File: config.mk
export PLATFORM = sky130hd
export DESIGN_NAME = rbcd_merge
export DESIGN_NICKNAME = d
export VERILOG_FILES = /design/src/design/rbcd_pkg.sv /design/src/design/rbcd_merge.sv
export SDC_FILE = /design/constraint.sdc
export NUM_CORES = 1
export LEC_CHECK = 0
export BUFFER_PORTS_ARGS = -buffer_cell sky130_fd_sc_hd__buf_2
export CORE_UTILIZATION = 39
export CTS_CLUSTER_SIZE = 28
export DETAILED_ROUTE_END_ITERATION = 6
export HOLD_SLACK_MARGIN = 0.08
export PLACE_DENSITY_LB_ADDON = 0.3
export SKIP_CTS_REPAIR_TIMING = 1
export SLEW_MARGIN = 20
export SYNTH_ARGS = -nofsm -noshare
export SYNTH_HDL_FRONTEND = slang
export SYNTH_SLANG_ARGS = --single-unit
File: constraint.sdc
create_clock -name clk_i -period 8.2 [get_ports clk_i]
set_input_delay 0.41 -clock clk_i [delete_from_list [all_inputs] [get_ports clk_i]]
set_output_delay 0.41 -clock clk_i [all_outputs]
set_load 0.03 [all_outputs]
File: src/design/rbcd_pkg.sv
`default_nettype none

package rbcd_pkg;

  // Restoring divider for the reciprocal terms, one quotient bit per stage
  localparam int unsigned DIV_W     = 20;
  localparam int unsigned DEN_W     = 11;
  localparam int unsigned DIV_LAT   = DIV_W + 1;
  localparam int unsigned LANE_LAT  = DIV_LAT + 4;
  localparam int unsigned MERGE_LAT = 2;
  localparam int unsigned PIPE_LAT  = LANE_LAT + MERGE_LAT;

  localparam logic [DIV_W-1:0] NUM_SAT = 20'hFF000;  // 255 << 12
  localparam logic [DIV_W-1:0] NUM_HUE = 20'hB4000;  // 180 << 12
  localparam int unsigned      HSV_SHIFT  = 12;
  localparam int unsigned      ROUND_HALF = 2048;
  localparam logic [7:0]       HUE_WRAP   = 8'd180;

  localparam int unsigned NUM_BOXES = 12;
  localparam int unsigned POW_W     = 30;
  localparam int unsigned OHMS_W    = 37;

  typedef enum logic [3:0] {
    CLS_RED     = 4'd0,
    CLS_ORANGE  = 4'd1,
    CLS_YELLOW  = 4'd2,
    CLS_GREEN   = 4'd3,
    CLS_BLUE    = 4'd4,
    CLS_VIOLET  = 4'd5,
    CLS_WHITE   = 4'd6,
    CLS_BLACK   = 4'd7,
    CLS_GRAY    = 4'd8,
    CLS_BROWN   = 4'd9,
    CLS_GOLD    = 4'd10,
    CLS_SILVER  = 4'd11,
    CLS_UNKNOWN = 4'd12
  } class_e;

  typedef struct packed {
    logic [7:0] h_lo;
    logic [7:0] s_lo;
    logic [7:0] v_lo;
    logic [7:0] h_hi;
    logic [7:0] s_hi;
    logic [7:0] v_hi;
  } box_t;

  typedef struct packed {
    logic       ok;
    logic [3:0] val;
  } digit_t;

  localparam box_t BOX_TABLE [NUM_BOXES] = '{
    '{8'd0,   8'd70,  8'd50,  8'd10,  8'd255, 8'd255},
    '{8'd10,  8'd100, 8'd100, 8'd25,  8'd255, 8'd255},
    '{8'd25,  8'd100, 8'd100, 8'd35,  8'd255, 8'd255},
    '{8'd35,  8'd50,  8'd50,  8'd85,  8'd255, 8'd255},
    '{8'd85,  8'd50,  8'd50,  8'd130, 8'd255, 8'd255},
    '{8'd130, 8'd50,  8'd50,  8'd160, 8'd255, 8'd255},
    '{8'd0,   8'd0,   8'd200, 8'd180, 8'd20,  8'd255},
    '{8'd0,   8'd0,   8'd0,   8'd180, 8'd255, 8'd30},
    '{8'd0,   8'd0,   8'd50,  8'd180, 8'd50,  8'd200},
    '{8'd0,   8'd50,  8'd50,  8'd10,  8'd100, 8'd200},
    '{8'd20,  8'd50,  8'd50,  8'd30,  8'd100, 8'd200},
    '{8'd0,   8'd0,   8'd150, 8'd20,  8'd100, 8'd200}
  };

  // First matching box wins: scan from the bottom so earlier rows overwrite
  function automatic logic [3:0] classify(input logic [7:0] h, input logic [7:0] s,
                                          input logic [7:0] v);
    logic [3:0] cls;
    cls = CLS_UNKNOWN;
    for (int i = NUM_BOXES - 1; i >= 0; i--) begin
      if (h >= BOX_TABLE[i].h_lo && h <= BOX_TABLE[i].h_hi &&
          s >= BOX_TABLE[i].s_lo && s <= BOX_TABLE[i].s_hi &&
          v >= BOX_TABLE[i].v_lo && v <= BOX_TABLE[i].v_hi) begin
        cls = 4'(i);
      end
    end
    return cls;
  endfunction

  function automatic digit_t class_digit(input logic [3:0] cls);
    digit_t d;
    d.ok = 1'b1;
    case (class_e'(cls))
      CLS_BLACK:  d.val = 4'd0;
      CLS_BROWN:  d.val = 4'd1;
      CLS_RED:    d.val = 4'd2;
      CLS_ORANGE: d.val = 4'd3;
      CLS_YELLOW: d.val = 4'd4;
      CLS_GREEN:  d.val = 4'd5;
      CLS_BLUE:   d.val = 4'd6;
      CLS_VIOLET: d.val = 4'd7;
      CLS_GRAY:   d.val = 4'd8;
      CLS_WHITE:  d.val = 4'd9;
      default: begin
        d.ok  = 1'b0;
        d.val = 4'd0;
      end
    endcase
    return d;
  endfunction

  function automatic logic [POW_W-1:0] pow10(input logic [3:0] e);
    logic [POW_W-1:0] p;
    case (e)
      4'd0:    p = POW_W'(1);
      4'd1:    p = POW_W'(10);
      4'd2:    p = POW_W'(100);
      4'd3:    p = POW_W'(1000);
      4'd4:    p = POW_W'(10000);
      4'd5:    p = POW_W'(100000);
      4'd6:    p = POW_W'(1000000);
      4'd7:    p = POW_W'(10000000);
      4'd8:    p = POW_W'(100000000);
      4'd9:    p = POW_W'(1000000000);
      default: p = '0;
    endcase
    return p;
  endfunction

endpackage

`default_nettype wire

File: src/design/rbcd_merge.sv
`default_nettype none

// Combine the three band classes into the ohms value
module rbcd_merge import rbcd_pkg::*; (
  input  wire logic              clk_i,
  input  wire logic [3:0]        class1_i,
  input  wire logic [3:0]        class2_i,
  input  wire logic [3:0]        class3_i,
  output logic      [3:0]        band1_class_o,
  output logic      [3:0]        band2_class_o,
  output logic      [3:0]        band3_class_o,
  output logic                   value_valid_o,
  output logic      [OHMS_W-1:0] resistance_ohms_o
);

  digit_t d1, d2, d3;

  assign d1 = class_digit(class1_i);
  assign d2 = class_digit(class2_i);
  assign d3 = class_digit(class3_i);

  logic [3:0]       c1_q, c2_q, c3_q;
  logic             ok_q;
  logic [6:0]       two_q;
  logic [POW_W-1:0] pw_q;

  always_ff @(posedge clk_i) begin
    c1_q  <= class1_i;
    c2_q  <= class2_i;
    c3_q  <= class3_i;
    ok_q  <= d1.ok && d2.ok && d3.ok;
    two_q <= 7'(d1.val) * 7'd10 + 7'(d2.val);
    pw_q  <= pow10(d3.val);
  end

  logic [OHMS_W-1:0] prod;

  assign prod = OHMS_W'(two_q) * OHMS_W'(pw_q);

  always_ff @(posedge clk_i) begin
    band1_class_o     <= c1_q;
    band2_class_o     <= c2_q;
    band3_class_o     <= c3_q;
    value_valid_o     <= ok_q;
    resistance_ohms_o <= ok_q ? prod : '0;
  end

endmodule

`default_nettype wire

==> flow_summary.toml <==
[global_routing]
antenna_found_initial = 0
grt_pass1_vias = 6842
grt_pass1_wl_um = 34800
grt_use_total_pct = 18.4
grt_max_degree = 46
overflow = 0

[layout]
area_delta_synth_final_pct = 9.73
layout_commonest_cell = "and2_1"
nets = 1249
mostFrequentLayoutCells = "and2_1, fa_1, inv_1, dfxtp_1, nand2_1"
fin_area_mm2 = 0.0101
antennaDiodeCount = 0
final.fill_count = 2247
seqCellArea_mm2 = 0.00186
multi_input_area_mm2 = 0.00674
drive_gt1_share_pct = 9.28
fin_util_pct = 44.1

[detailed_routing]
wire_per_inst_um = 15.3
drt_iter0_drc = 304
wl_met1_um = 10100
vias = 6623
vias_per_cell = 4.91
wl_um = 20600
wl_met2_um = 8980
drt-pass1-iter-count = 5
drtAntennaViolNets = 0
routed-wl-met3_um = 1030
drc = 0
top_layer = "met4"

[clocking]
root_buffer = "clkbuf_16"
clock_sinks = 93
path_clk_slew_ns = 0.07
cts.path.max_buffers = 2
cts_buffers = 9
cts_tree = "yes"
htree_levels = 3
clk_latency_ns = 0.36

[critical_path]
cp-endpoint = "resistance_ohms_o[36]"
endpoint_kind = "register"
cp-start-kind = "register"
slowest_delay_ns = 0.95
reg2regPathDepth = 15
cp_max_fo = 26
worst-path-buf-inv = 2
r2r_setup_slack_ns = 2.64
critPathLaunch = "two_q[5]"
crit_family = "adder cells"
path_cells = "and2_1, fa_1, fa_1, fa_1, inv_1, fa_1, inv_1, ha_1, and3_1, a221oi_2, o21a_2, o221a_4, nor3_2, or3_1, and3_1"
critPathArrivalTime_ns = 5.81
reg2reg_from = "two_q[5]"
crit_slowest_cell = "dfxtp_1"
cpMostUsedCell = "fa_1"
critical_path_class = "reg -> reg"
cp.required_ns = 8.46
reg2reg_to = "resistance_ohms_o[36]"
cp.depth = 15

[hold_path]
worstHoldPathType = "in -> reg"

[pwr]
power_frac_seq_pct = 35.3
p_int_uw = 955
power_density_mw_per_mm2 = 153
switching_power_uw = 588
vdd_drop_max_v = 0.0000931
leakage_uw = 0.00514
comb_power_share_pct = 36.6
clkPwrFrac_pct = 28.1
switching_share_pct = 38.1

[timing]
min_period_ns = 5.56
fin_tns_setup_ns = 0
rsz0062_at_grt = "false"
hold_viol = 0
worst_pin_slew_ns = 0.958
layout_setup_ws_ns = 2.64
clock_skew_ns = 0.0120
slew_headroom_pct = 36.0
period_share_pct = 67.8
slew_viol_final = 0
setup_violations = 0
fmax_ghz = 0.180

[logic_synthesis]
ys_top_cells_by_area = "fa_1, dfxtp_1, and2_1"
ys.flop_type = "dfxtp_1"
ys_ff_latch = 93
synth_area_leader_cell = "fa_1"
yosysSeqAreaShare_pct = 20.2
syn_area_per_cell_um2 = 9.34
async_flop_share_pct = 0
synth_area_mm2 = 0.00921
syn_nets = 1205
syn-instance-count = 986
ys_warn_count = 0
synth_edf_count = 0
yosysUniqueCellTypes = 58
synth_top_cell_area_share_pct = 29.6

[place]
hpwl_um = 16400
place_ws_ns = 2.64
portBuffers = 62
gp_congestion = 0.948
dpl-instance-area_mm2 = 0.00981

[floorplanning]
dieHeight_um = 156
ioPinCount = 63
row_count = 55
core-area_mm2 = 0.0229
start_util_pct = 40.2
die_area_mm2 = 0.0242
die_x_um = 156

[flow_run]
drv_cap = 0

[outcome]
outcome = "finished, final reports clean"
through the flow:
| step | instances | hold WS, ns | power (µW) |
|---|---|---|---|
| floorplan | 986 | 0.310 | 969 |
| global placement | 1332 | 0.312 | 1110 |
| detailed placement | 1332 | 0.314 | 1120 |
| CTS | 1348 | 0.181 | 1560 |
| global route | 1348 | 0.191 | 1660 |
| finish | 1348 | 0.193 | 1540 |
state kept, by name (all words and copies together), names as in the netlist:
signal,flops
resistance_ohms_o,37
pw_q,23
two_q,7
band1_class_o,4
band2_class_o,4
band3_class_o,4
c1_q,4
c2_q,4
c3_q,4
ok_q,1
value_valid_o,1
synthesized netlist by cell type (2+ instances only):
| master | count |
|---|---|
| and2_1 | 154 |
| nand3b_1 | 2 |
| o21ai_0 | 38 |
| and4_1 | 3 |
| mux2i_1 | 5 |
| dfxtp_1 | 93 |
| xor2_1 | 17 |
| or3_1 | 3 |
| a31oi_1 | 2 |
| o32ai_1 | 2 |
| nor3b_1 | 2 |
| nand4_1 | 5 |
| o211ai_1 | 2 |
| a22oi_1 | 2 |
| and3_1 | 13 |
| nor2_1 | 29 |
| o41ai_1 | 2 |
| a21o_1 | 15 |
| or2_2 | 3 |
| nand2b_1 | 6 |
| ha_1 | 70 |
| nor3_1 | 10 |
| a31o_2 | 3 |
| nand3_1 | 10 |
| xnor2_1 | 19 |
| clkbuf_1 | 29 |
| o31ai_1 | 2 |
| nor2b_1 | 5 |
| o221ai_1 | 2 |
| a21boi_0 | 3 |
| a211oi_1 | 3 |
| o21a_1 | 4 |
| o21bai_1 | 4 |
| fa_1 | 136 |
| nand2_1 | 88 |
| a21oi_1 | 45 |
| nor3_2 | 2 |
| inv_1 | 133 |
worst min-delay path by stage:
stage                     start               end  depth (start not counted)
CTS                 class1_i[0]           c1_q[0]                          1
global route        class2_i[0]           c2_q[0]                          1
global placement        c2_q[2]  band2_class_o[2]                          0
detailed placement      c3_q[2]  band3_class_o[2]                          0
floorplan               c1_q[0]  band1_class_o[0]                          0
finish              class1_i[0]           c1_q[0]                          1
cell families (layout without fill, tap and decap cells):
logic type | Yosys count | count (layout) | share of synthesized area (%)
XOR/XNOR | 36 | 36 | 3.42
multiplexers | 6 | 6 | 0.666
flip-flops | 93 | 93 | 20.2
adder cells (fa/ha/maj) | 206 | 206 | 39.1
AO/OA/AOI/OAI | 144 | 144 | 10.2
AND/OR/NAND/NOR | 338 | 338 | 19.8
buffers and inverters | 163 | 212 | 6.64
worst reg2reg max path, stage by stage (launching register included):
cell and delay (ns):
dfxtp_1 0.95, and2_1 0.29, fa_1 0.46, fa_1 0.52, fa_1 0.54, inv_1 0.05
fa_1 0.52, inv_1 0.04, ha_1 0.36, and3_1 0.21, a221oi_2 0.45, o21a_2 0.27
o221a_4 0.24, nor3_2 0.05, or3_1 0.33, and3_1 0.18
power by group through the flow:
| stage | Combinational [µW] | Clock, µW | Sequential [µW] |
|---|---|---|---|
| 6_report | 565 | 433 | 545 |
| 5_1_grt | 644 | 463 | 552 |
| 2_1_floorplan | 409 | 0 | 560 |
| 4_1_cts | 567 | 450 | 545 |
| 3_5_place_dp | 562 | 0 | 555 |
| 3_3_place_gp | 557 | 0 | 554 |
cell type report:
type | count | share of cell area (%)
well taps | 313 | 3.88
clock inverters | 6 | 0.693
clock buffers | 10 | 2.27
multi-input cells | 730 | 66.7
flip-flops and latches | 93 | 18.4
inverters | 133 | 4.94
repair buffers | 63 | 3.14
metal layers:
| layer | GRT usage (%) | vias to the layer above |
|---|---|---|
| met2 | 28.4 | 190 |
| met3 | 2.67 | 27 |
| li1 | - | 3233 |
| met5 | 0 | - |
| met4 | 6.63 | 0 |
| met1 | 26.2 | 3173 |
(Power assumes the default switching activity.)
