**src/design/rbcd_pkg.sv**
```systemverilog
`default_nettype none

package rbcd_pkg;

  // Restoring divider for the reciprocal terms, one quotient bit per stage
  localparam int unsigned DIV_W     = 20;
  localparam int unsigned DEN_W     = 11;
  localparam int unsigned DIV_LAT   = DIV_W + 1;
  localparam int unsigned LANE_LAT  = DIV_LAT + 4;
  localparam int unsigned MERGE_LAT = 2;
  localparam int unsigned PIPE_LAT  = LANE_LAT + MERGE_LAT;

  localparam logic [DIV_W-1:0] NUM_SAT = 20'hFF000;  // 255 << 12
  localparam logic [DIV_W-1:0] NUM_HUE = 20'hB4000;  // 180 << 12
  localparam int unsigned      HSV_SHIFT  = 12;
  localparam int unsigned      ROUND_HALF = 2048;
  localparam logic [7:0]       HUE_WRAP   = 8'd180;

  localparam int unsigned NUM_BOXES = 12;
  localparam int unsigned POW_W     = 30;
  localparam int unsigned OHMS_W    = 37;

  typedef enum logic [3:0] {
    CLS_RED     = 4'd0,
    CLS_ORANGE  = 4'd1,
    CLS_YELLOW  = 4'd2,
    CLS_GREEN   = 4'd3,
    CLS_BLUE    = 4'd4,
    CLS_VIOLET  = 4'd5,
    CLS_WHITE   = 4'd6,
    CLS_BLACK   = 4'd7,
    CLS_GRAY    = 4'd8,
    CLS_BROWN   = 4'd9,
    CLS_GOLD    = 4'd10,
    CLS_SILVER  = 4'd11,
    CLS_UNKNOWN = 4'd12
  } class_e;

  typedef struct packed {
    logic [7:0] h_lo;
    logic [7:0] s_lo;
    logic [7:0] v_lo;
    logic [7:0] h_hi;
    logic [7:0] s_hi;
    logic [7:0] v_hi;
  } box_t;

  typedef struct packed {
    logic       ok;
    logic [3:0] val;
  } digit_t;

  localparam box_t BOX_TABLE [NUM_BOXES] = '{
    '{8'd0,   8'd70,  8'd50,  8'd10,  8'd255, 8'd255},
    '{8'd10,  8'd100, 8'd100, 8'd25,  8'd255, 8'd255},
    '{8'd25,  8'd100, 8'd100, 8'd35,  8'd255, 8'd255},
    '{8'd35,  8'd50,  8'd50,  8'd85,  8'd255, 8'd255},
    '{8'd85,  8'd50,  8'd50,  8'd130, 8'd255, 8'd255},
    '{8'd130, 8'd50,  8'd50,  8'd160, 8'd255, 8'd255},
    '{8'd0,   8'd0,   8'd200, 8'd180, 8'd20,  8'd255},
    '{8'd0,   8'd0,   8'd0,   8'd180, 8'd255, 8'd30},
    '{8'd0,   8'd0,   8'd50,  8'd180, 8'd50,  8'd200},
    '{8'd0,   8'd50,  8'd50,  8'd10,  8'd100, 8'd200},
    '{8'd20,  8'd50,  8'd50,  8'd30,  8'd100, 8'd200},
    '{8'd0,   8'd0,   8'd150, 8'd20,  8'd100, 8'd200}
  };

  // First matching box wins: scan from the bottom so earlier rows overwrite
  function automatic logic [3:0] classify(input logic [7:0] h, input logic [7:0] s,
                                          input logic [7:0] v);
    logic [3:0] cls;
    cls = CLS_UNKNOWN;
    for (int i = NUM_BOXES - 1; i >= 0; i--) begin
      if (h >= BOX_TABLE[i].h_lo && h <= BOX_TABLE[i].h_hi &&
          s >= BOX_TABLE[i].s_lo && s <= BOX_TABLE[i].s_hi &&
          v >= BOX_TABLE[i].v_lo && v <= BOX_TABLE[i].v_hi) begin
        cls = 4'(i);
      end
    end
    return cls;
  endfunction

  function automatic digit_t class_digit(input logic [3:0] cls);
    digit_t d;
    d.ok = 1'b1;
    case (class_e'(cls))
      CLS_BLACK:  d.val = 4'd0;
      CLS_BROWN:  d.val = 4'd1;
      CLS_RED:    d.val = 4'd2;
      CLS_ORANGE: d.val = 4'd3;
      CLS_YELLOW: d.val = 4'd4;
      CLS_GREEN:  d.val = 4'd5;
      CLS_BLUE:   d.val = 4'd6;
      CLS_VIOLET: d.val = 4'd7;
      CLS_GRAY:   d.val = 4'd8;
      CLS_WHITE:  d.val = 4'd9;
      default: begin
        d.ok  = 1'b0;
        d.val = 4'd0;
      end
    endcase
    return d;
  endfunction

  function automatic logic [POW_W-1:0] pow10(input logic [3:0] e);
    logic [POW_W-1:0] p;
    case (e)
      4'd0:    p = POW_W'(1);
      4'd1:    p = POW_W'(10);
      4'd2:    p = POW_W'(100);
      4'd3:    p = POW_W'(1000);
      4'd4:    p = POW_W'(10000);
      4'd5:    p = POW_W'(100000);
      4'd6:    p = POW_W'(1000000);
      4'd7:    p = POW_W'(10000000);
      4'd8:    p = POW_W'(100000000);
      4'd9:    p = POW_W'(1000000000);
      default: p = '0;
    endcase
    return p;
  endfunction

endpackage

`default_nettype wire

```
**src/design/rbcd_div.sv**
```systemverilog
`default_nettype none

// Pipelined restoring divider, one quotient bit per stage, then a
// round-to-nearest-even stage. num_i is a static constant at each instance.
module rbcd_div import rbcd_pkg::*; (
  input  wire logic             clk_i,
  input  wire logic [DIV_W-1:0] num_i,
  input  wire logic [DEN_W-1:0] den_i,
  output logic      [DIV_W-1:0] quo_o
);

  logic [DEN_W-1:0] rem_q [DIV_W];
  logic [DEN_W-1:0] den_q [DIV_W];
  logic [DIV_W-1:0] quo_q [DIV_W];

  for (genvar k = 0; k < DIV_W; k++) begin : g_stage
    logic [DEN_W-1:0] rem_in;
    logic [DEN_W-1:0] den_in;
    logic [DIV_W-1:0] quo_in;
    logic [DEN_W:0]   trial;
    logic             ge;

    if (k == 0) begin : g_first
      assign rem_in = '0;
      assign den_in = den_i;
      assign quo_in = '0;
    end else begin : g_next
      assign rem_in = rem_q[k-1];
      assign den_in = den_q[k-1];
      assign quo_in = quo_q[k-1];
    end

    assign trial = {rem_in, num_i[DIV_W-1-k]};
    assign ge    = trial >= {1'b0, den_in};

    always_ff @(posedge clk_i) begin
      rem_q[k] <= ge ? DEN_W'(trial - {1'b0, den_in}) : DEN_W'(trial);
      den_q[k] <= den_in;
      quo_q[k] <= {quo_in[DIV_W-2:0], ge};
    end
  end

  logic [DEN_W:0] rem_x2;
  logic [DEN_W:0] den_x;
  logic           rnd_up;

  assign rem_x2 = {rem_q[DIV_W-1], 1'b0};
  assign den_x  = {1'b0, den_q[DIV_W-1]};
  assign rnd_up = (rem_x2 > den_x) || ((rem_x2 == den_x) && quo_q[DIV_W-1][0]);

  always_ff @(posedge clk_i) begin
    quo_o <= quo_q[DIV_W-1] + DIV_W'(rnd_up);
  end

endmodule

`default_nettype wire

```
**src/design/rbcd_lane.sv**
```systemverilog
`default_nettype none

// One band: BGR -> HSV -> color class
module rbcd_lane import rbcd_pkg::*; (
  input  wire logic       clk_i,
  input  wire logic [7:0] blue_i,
  input  wire logic [7:0] green_i,
  input  wire logic [7:0] red_i,
  output logic      [3:0] class_o
);

  // stage 0: max, min, hue numerator
  logic [7:0]         vmax, vmin, diff;
  logic signed [11:0] bs, gs, rs, ds, hnum;

  always_comb begin
    vmax = blue_i;
    if (green_i > vmax) vmax = green_i;
    if (red_i > vmax) vmax = red_i;
    vmin = blue_i;
    if (green_i < vmin) vmin = green_i;
    if (red_i < vmin) vmin = red_i;
    diff = vmax - vmin;
    bs   = $signed({4'b0, blue_i});
    gs   = $signed({4'b0, green_i});
    rs   = $signed({4'b0, red_i});
    ds   = $signed({4'b0, diff});
    if (vmax == red_i) begin
      hnum = gs - bs;
    end else if (vmax == green_i) begin
      hnum = bs - rs + (ds <<< 1);
    end else begin
      hnum = rs - gs + (ds <<< 2);
    end
  end

  logic [7:0]         v0_q, diff0_q;
  logic signed [11:0] hnum0_q;

  always_ff @(posedge clk_i) begin
    v0_q    <= vmax;
    diff0_q <= diff;
    hnum0_q <= hnum;
  end

  // reciprocals: round(255*4096/v) and round(180*4096/(6*diff))
  logic [DIV_W-1:0] q_sat, q_hue;
  logic [DEN_W-1:0] den_hue;

  assign den_hue = DEN_W'(diff0_q) * DEN_W'(6);

  rbcd_div u_div_sat (
    .clk_i (clk_i),
    .num_i (NUM_SAT),
    .den_i (DEN_W'(v0_q)),
    .quo_o (q_sat)
  );

  rbcd_div u_div_hue (
    .clk_i (clk_i),
    .num_i (NUM_HUE),
    .den_i (den_hue),
    .quo_o (q_hue)
  );

  logic [7:0]         v_dl_q    [DIV_LAT];
  logic [7:0]         diff_dl_q [DIV_LAT];
  logic signed [11:0] hnum_dl_q [DIV_LAT];

  always_ff @(posedge clk_i) begin
    v_dl_q[0]    <= v0_q;
    diff_dl_q[0] <= diff0_q;
    hnum_dl_q[0] <= hnum0_q;
    for (int i = 1; i < DIV_LAT; i++) begin
      v_dl_q[i]    <= v_dl_q[i-1];
      diff_dl_q[i] <= diff_dl_q[i-1];
      hnum_dl_q[i] <= hnum_dl_q[i-1];
    end
  end

  // products
  logic [27:0]        ps_full;
  logic signed [32:0] ph_full;
  logic [27:0]        ps_q;
  logic signed [29:0] ph_q;
  logic [7:0]         v22_q;
  logic               vz_q, dz_q;

  assign ps_full = diff_dl_q[DIV_LAT-1] * q_sat;
  assign ph_full = hnum_dl_q[DIV_LAT-1] * $signed({1'b0, q_hue});

  always_ff @(posedge clk_i) begin
    ps_q  <= ps_full;
    ph_q  <= $signed(ph_full[29:0]);
    v22_q <= v_dl_q[DIV_LAT-1];
    vz_q  <= (v_dl_q[DIV_LAT-1] == 8'd0);
    dz_q  <= (diff_dl_q[DIV_LAT-1] == 8'd0);
  end

  // round and scale back
  logic [28:0]        ps_r;
  logic signed [29:0] ph_r, ph_sh;
  logic signed [8:0]  h9;
  logic [7:0]         s_d, h_d;

  always_comb begin
    ps_r  = {1'b0, ps_q} + 29'(ROUND_HALF);
    ph_r  = ph_q + $signed(30'(ROUND_HALF));
    ph_sh = ph_r >>> HSV_SHIFT;
    s_d   = vz_q ? 8'd0 : ps_r[HSV_SHIFT+7:HSV_SHIFT];
    h9    = dz_q ? 9'sd0 : $signed(ph_sh[8:0]);
    if (h9 < 0) begin
      h9 = h9 + $signed({1'b0, HUE_WRAP});
    end
    h_d = h9[7:0];
  end

  logic [7:0] h_q, s_q, v_q;

  always_ff @(posedge clk_i) begin
    h_q <= h_d;
    s_q <= s_d;
    v_q <= v22_q;
  end

  always_ff @(posedge clk_i) begin
    class_o <= classify(h_q, s_q, v_q);
  end

endmodule

`default_nettype wire

```
**config.mk**
```make
export PLATFORM = sky130hd
export DESIGN_NAME = rbcd_lane
export DESIGN_NICKNAME = d
export VERILOG_FILES = /design/src/design/rbcd_pkg.sv /design/src/design/rbcd_div.sv /design/src/design/rbcd_lane.sv
export SDC_FILE = /design/constraint.sdc
export NUM_CORES = 2
export LEC_CHECK = 0
export CORE_MARGIN = 2
export CORE_UTILIZATION = 36
export CTS_CLUSTER_DIAMETER = 100
export DETAILED_ROUTE_END_ITERATION = 8
export DONT_BUFFER_PORTS = 1
export GPL_TIMING_DRIVEN = 0
export HOLD_SLACK_MARGIN = 0.06
export PLACE_DENSITY = 0.55
export SLEW_MARGIN = 20
export SYNTH_ARGS = -nofsm -noshare
export SYNTH_HDL_FRONTEND = slang
export SYNTH_SLANG_ARGS = --single-unit
```
**constraint.sdc**
```tcl
create_clock -name clk_i -period 7.9 [get_ports clk_i]
set_input_delay 0.79 -clock clk_i [delete_from_list [all_inputs] [get_ports clk_i]]
set_output_delay 0.79 -clock clk_i [all_outputs]
set_load 0.01 [all_outputs]
```
==> flow_summary.ini <==
[outcome]
status = finished clean

[place]
hpwl_um = 88720
placed_cell_area_um2 = 70400
portBuffers = 0
place_congestion = 0.8458

[synth]
syn-instance-count = 6383
yosys-top-cells-area = dfxtp_1 (52%), ha_1 (9.2%), fa_1 (7.6%)
yosysTopAreaCellShare_pct = 51.51
ys_ff_latch = 1731
synth_edf_count = 0
yosys.area.top_type = dfxtp_1
ys_seq_area_share_pct = 51.51
avgSynthCellArea_um2 = 10.54
synth_flop_cell = dfxtp_1
yosys_warnings = 0
synthArstFlopShare_pct = 0
syn_area_um2 = 67270
synth_cell_type_count = 92

[setup_path]
end_kind = register
critPathMaxStageDelay_ns = 0.45
crit_path_top_delay_cell = ha_1
crit_type = input pin to register
crit_arrival_ns = 8.00
crit_path_frequent_cell = ha_1
cp.required_ns = 8.54
r2r-start = hnum_dl_q[2][52]
crit_start = blue_i[7]
critical-path-top-delay-family = compound AO/OA/AOI/OAI gates
crit_fanout = 9
cp_num_buf_inv = 4
startpoint_type = input pin

[worst_hold_path]
hold_class = input pin to register
hp-start = blue_i[0]

[cts]
insertion_delay_ns = 0.79
cts_buffer_depth = 3
post_cts_resized = 0
cts-root-buf = clkbuf_16
hold_buffers = 0
numCtsBuffers = 168
cts_tree = yes
h-tree-depth = 4
cts_sinks = 1731
cts_setup_buffers = 0
path_clk_slew_ns = 0.06

[detailed_routing]
drtAntennaViolNets = 0
routedWlPerCell_um = 12.59
drc = 0
first_pass_iters = 5
totalWireLength_um = 115500
viasPerCell = 4.441
via_count = 40750
drt_iter0_markers = 1833

[sta]
finClkSkew_ns = 0.04871
worst_pin_slew_ns = 0.8625
fin_crit_ns = 7.354
rsz0062_at_grt = no
fin_crit_sh_pct = 93.09
max_freq_ghz = 0.1360
final_hold_viol_count = 0
finalSetupViolCount = 0
maxSlewViolCount = 0
relSlewSlack_pct = 42.07

[finish]
layout_common_cells = dfxtp_1 (1731), inv_1 (848), ha_1 (494)
finalInstanceArea_um2 = 76510
final_common_cell = dfxtp_1
syn_to_final_growth_pct = 13.72
drive_gt1_share_pct = 5.603
fin_util_pct = 41.21
fin_nets = 7333

[global_route]
grt_pass1_vias = 41690
grtUsageTotal_pct = 12.32
grt_max_degree = 17
grt_overflow_total = 0
grt_pass1_wl_um = 197600
antenna_found_initial = 1

[floorplanning]
die_w_um = 436.3
io_pins = 29
die_area_um2 = 190300
start_util_pct = 36.24
die_y_um = 436.3
rows = 158
core_area_um2 = 185600

[job]
drv_cap = 0
==> cell type report <==
| class | count | area [um^2] |
|---|---|---|
| Clock inverter | 78 | 1239 |
| Tap cell | 2480 | 3103 |
| Clock buffer | 226 | 4846 |
| Inverter | 848 | 3183 |
| Sequential cell | 1731 | 34650 |
| Multi-Input combinational cell | 3692 | 29020 |
| Buffer | 118 | 456.7 |
| Fill cell | 17640 | 109100 |
| Antenna cell | 2 | 5.005 |
==> final timing paths <==
check	slack (ns)	cells past startpoint	to
hold / removal	0.28	2	hnum0_q[0]
hold reg to reg	0.30	0	hnum_dl_q[0][86]
setup reg to reg	1.45	24	ph_q[20]
setup / recovery	0.55	31	hnum0_q[8]
==> Yosys cell counts, drive strengths merged, types with 28 or more instances <==
library cell and instances:
a21o 167, o31ai 28, dfxtp 1731, xor2 121, a21oi 399, clkbuf 113
fa 255, nor2b 88, mux2 32, nor2 362, nand2 381, nor3 61
nand2b 135, o21ai 243, ha 494, inv 848, xnor2 285, nand3 91
and2 150, nand4 58, a211oi 31
==> cells by family after synthesis <==
family | count (synthesis) | share of synthesized area, %
compound gates | 1032 | 9.530
mux | 51 | 0.8369
flops | 1731 | 51.51
buf+inv | 966 | 5.410
simple gates | 1445 | 10.58
xor+xnor | 406 | 5.319
fa+ha+maj | 751 | 16.81
other cells | 1 | 0.005574
==> flip-flops by register name (all words and copies together) (netlist names), 8 cells and up <==
register         cells
hnum_dl_q          252
ps_q                 9
hnum0_q             12
v22_q                8
v_dl_q             167
diff0_q              8
u_div_hue.quo_o     20
v_q                  8
h_q                  8
u_div_sat.quo_q    210
u_div_hue.den_q    180
u_div_hue.quo_q    210
v0_q                 8
u_div_hue.rem_q    200
ph_q                10
diff_dl_q          168
u_div_sat.rem_q    218
u_div_sat.quo_o     20
s_q                  8
==> worst register-to-register path: stages (launching register included) <==
cell	delay, ns
dfxtp_1	0.31
clkbuf_1	0.48
clkbuf_1	0.49
nand2_1	0.14
fa_1	0.48
inv_1	0.07
ha_1	0.13
inv_1	0.05
fa_1	0.54
fa_1	0.44
fa_1	0.55
inv_1	0.04
ha_1	0.27
a21o_1	0.17
a21o_1	0.18
a21o_1	0.18
a21oi_1	0.26
o21bai_1	0.14
a21oi_1	0.25
o21bai_1	0.17
a211oi_1	0.35
o31ai_1	0.18
o21a_1	0.21
nor2_1	0.11
xnor2_1	0.15
==> per-stage QoR <==
stage / hold slack, ns / instances / setup slack [ns] / setup TNS (ns)
global route: 0.2452 / 9174 / 0.09180 / 0
floorplan: 0.3096 / 6389 / 0.6920 / 0
CTS: 0.2085 / 9173 / 0.3196 / 0
finish: 0.2824 / 9175 / 0.5457 / 0
detailed placement: 0.3121 / 8869 / -0.4966 / -1.635
global placement: 0.3095 / 8869 / -0.4334 / -1.339
==> metal layers <==
| layer | track usage [%] | wire length (um) | up-vias |
|---|---|---|---|
| li1 | - | - | 21080 |
| met1 | 14.89 | 52380 | 18940 |
| met2 | 21.87 | 56040 | 506 |
| met3 | 2.227 | 4138 | 220 |
| met4 | 4.197 | 2992 | 0 |
| met5 | 0 | 0 | - |
Power is left out: the tool's default activity adds up to more than one toggle a clock period on the data nets, which glitch-free logic cannot reach.
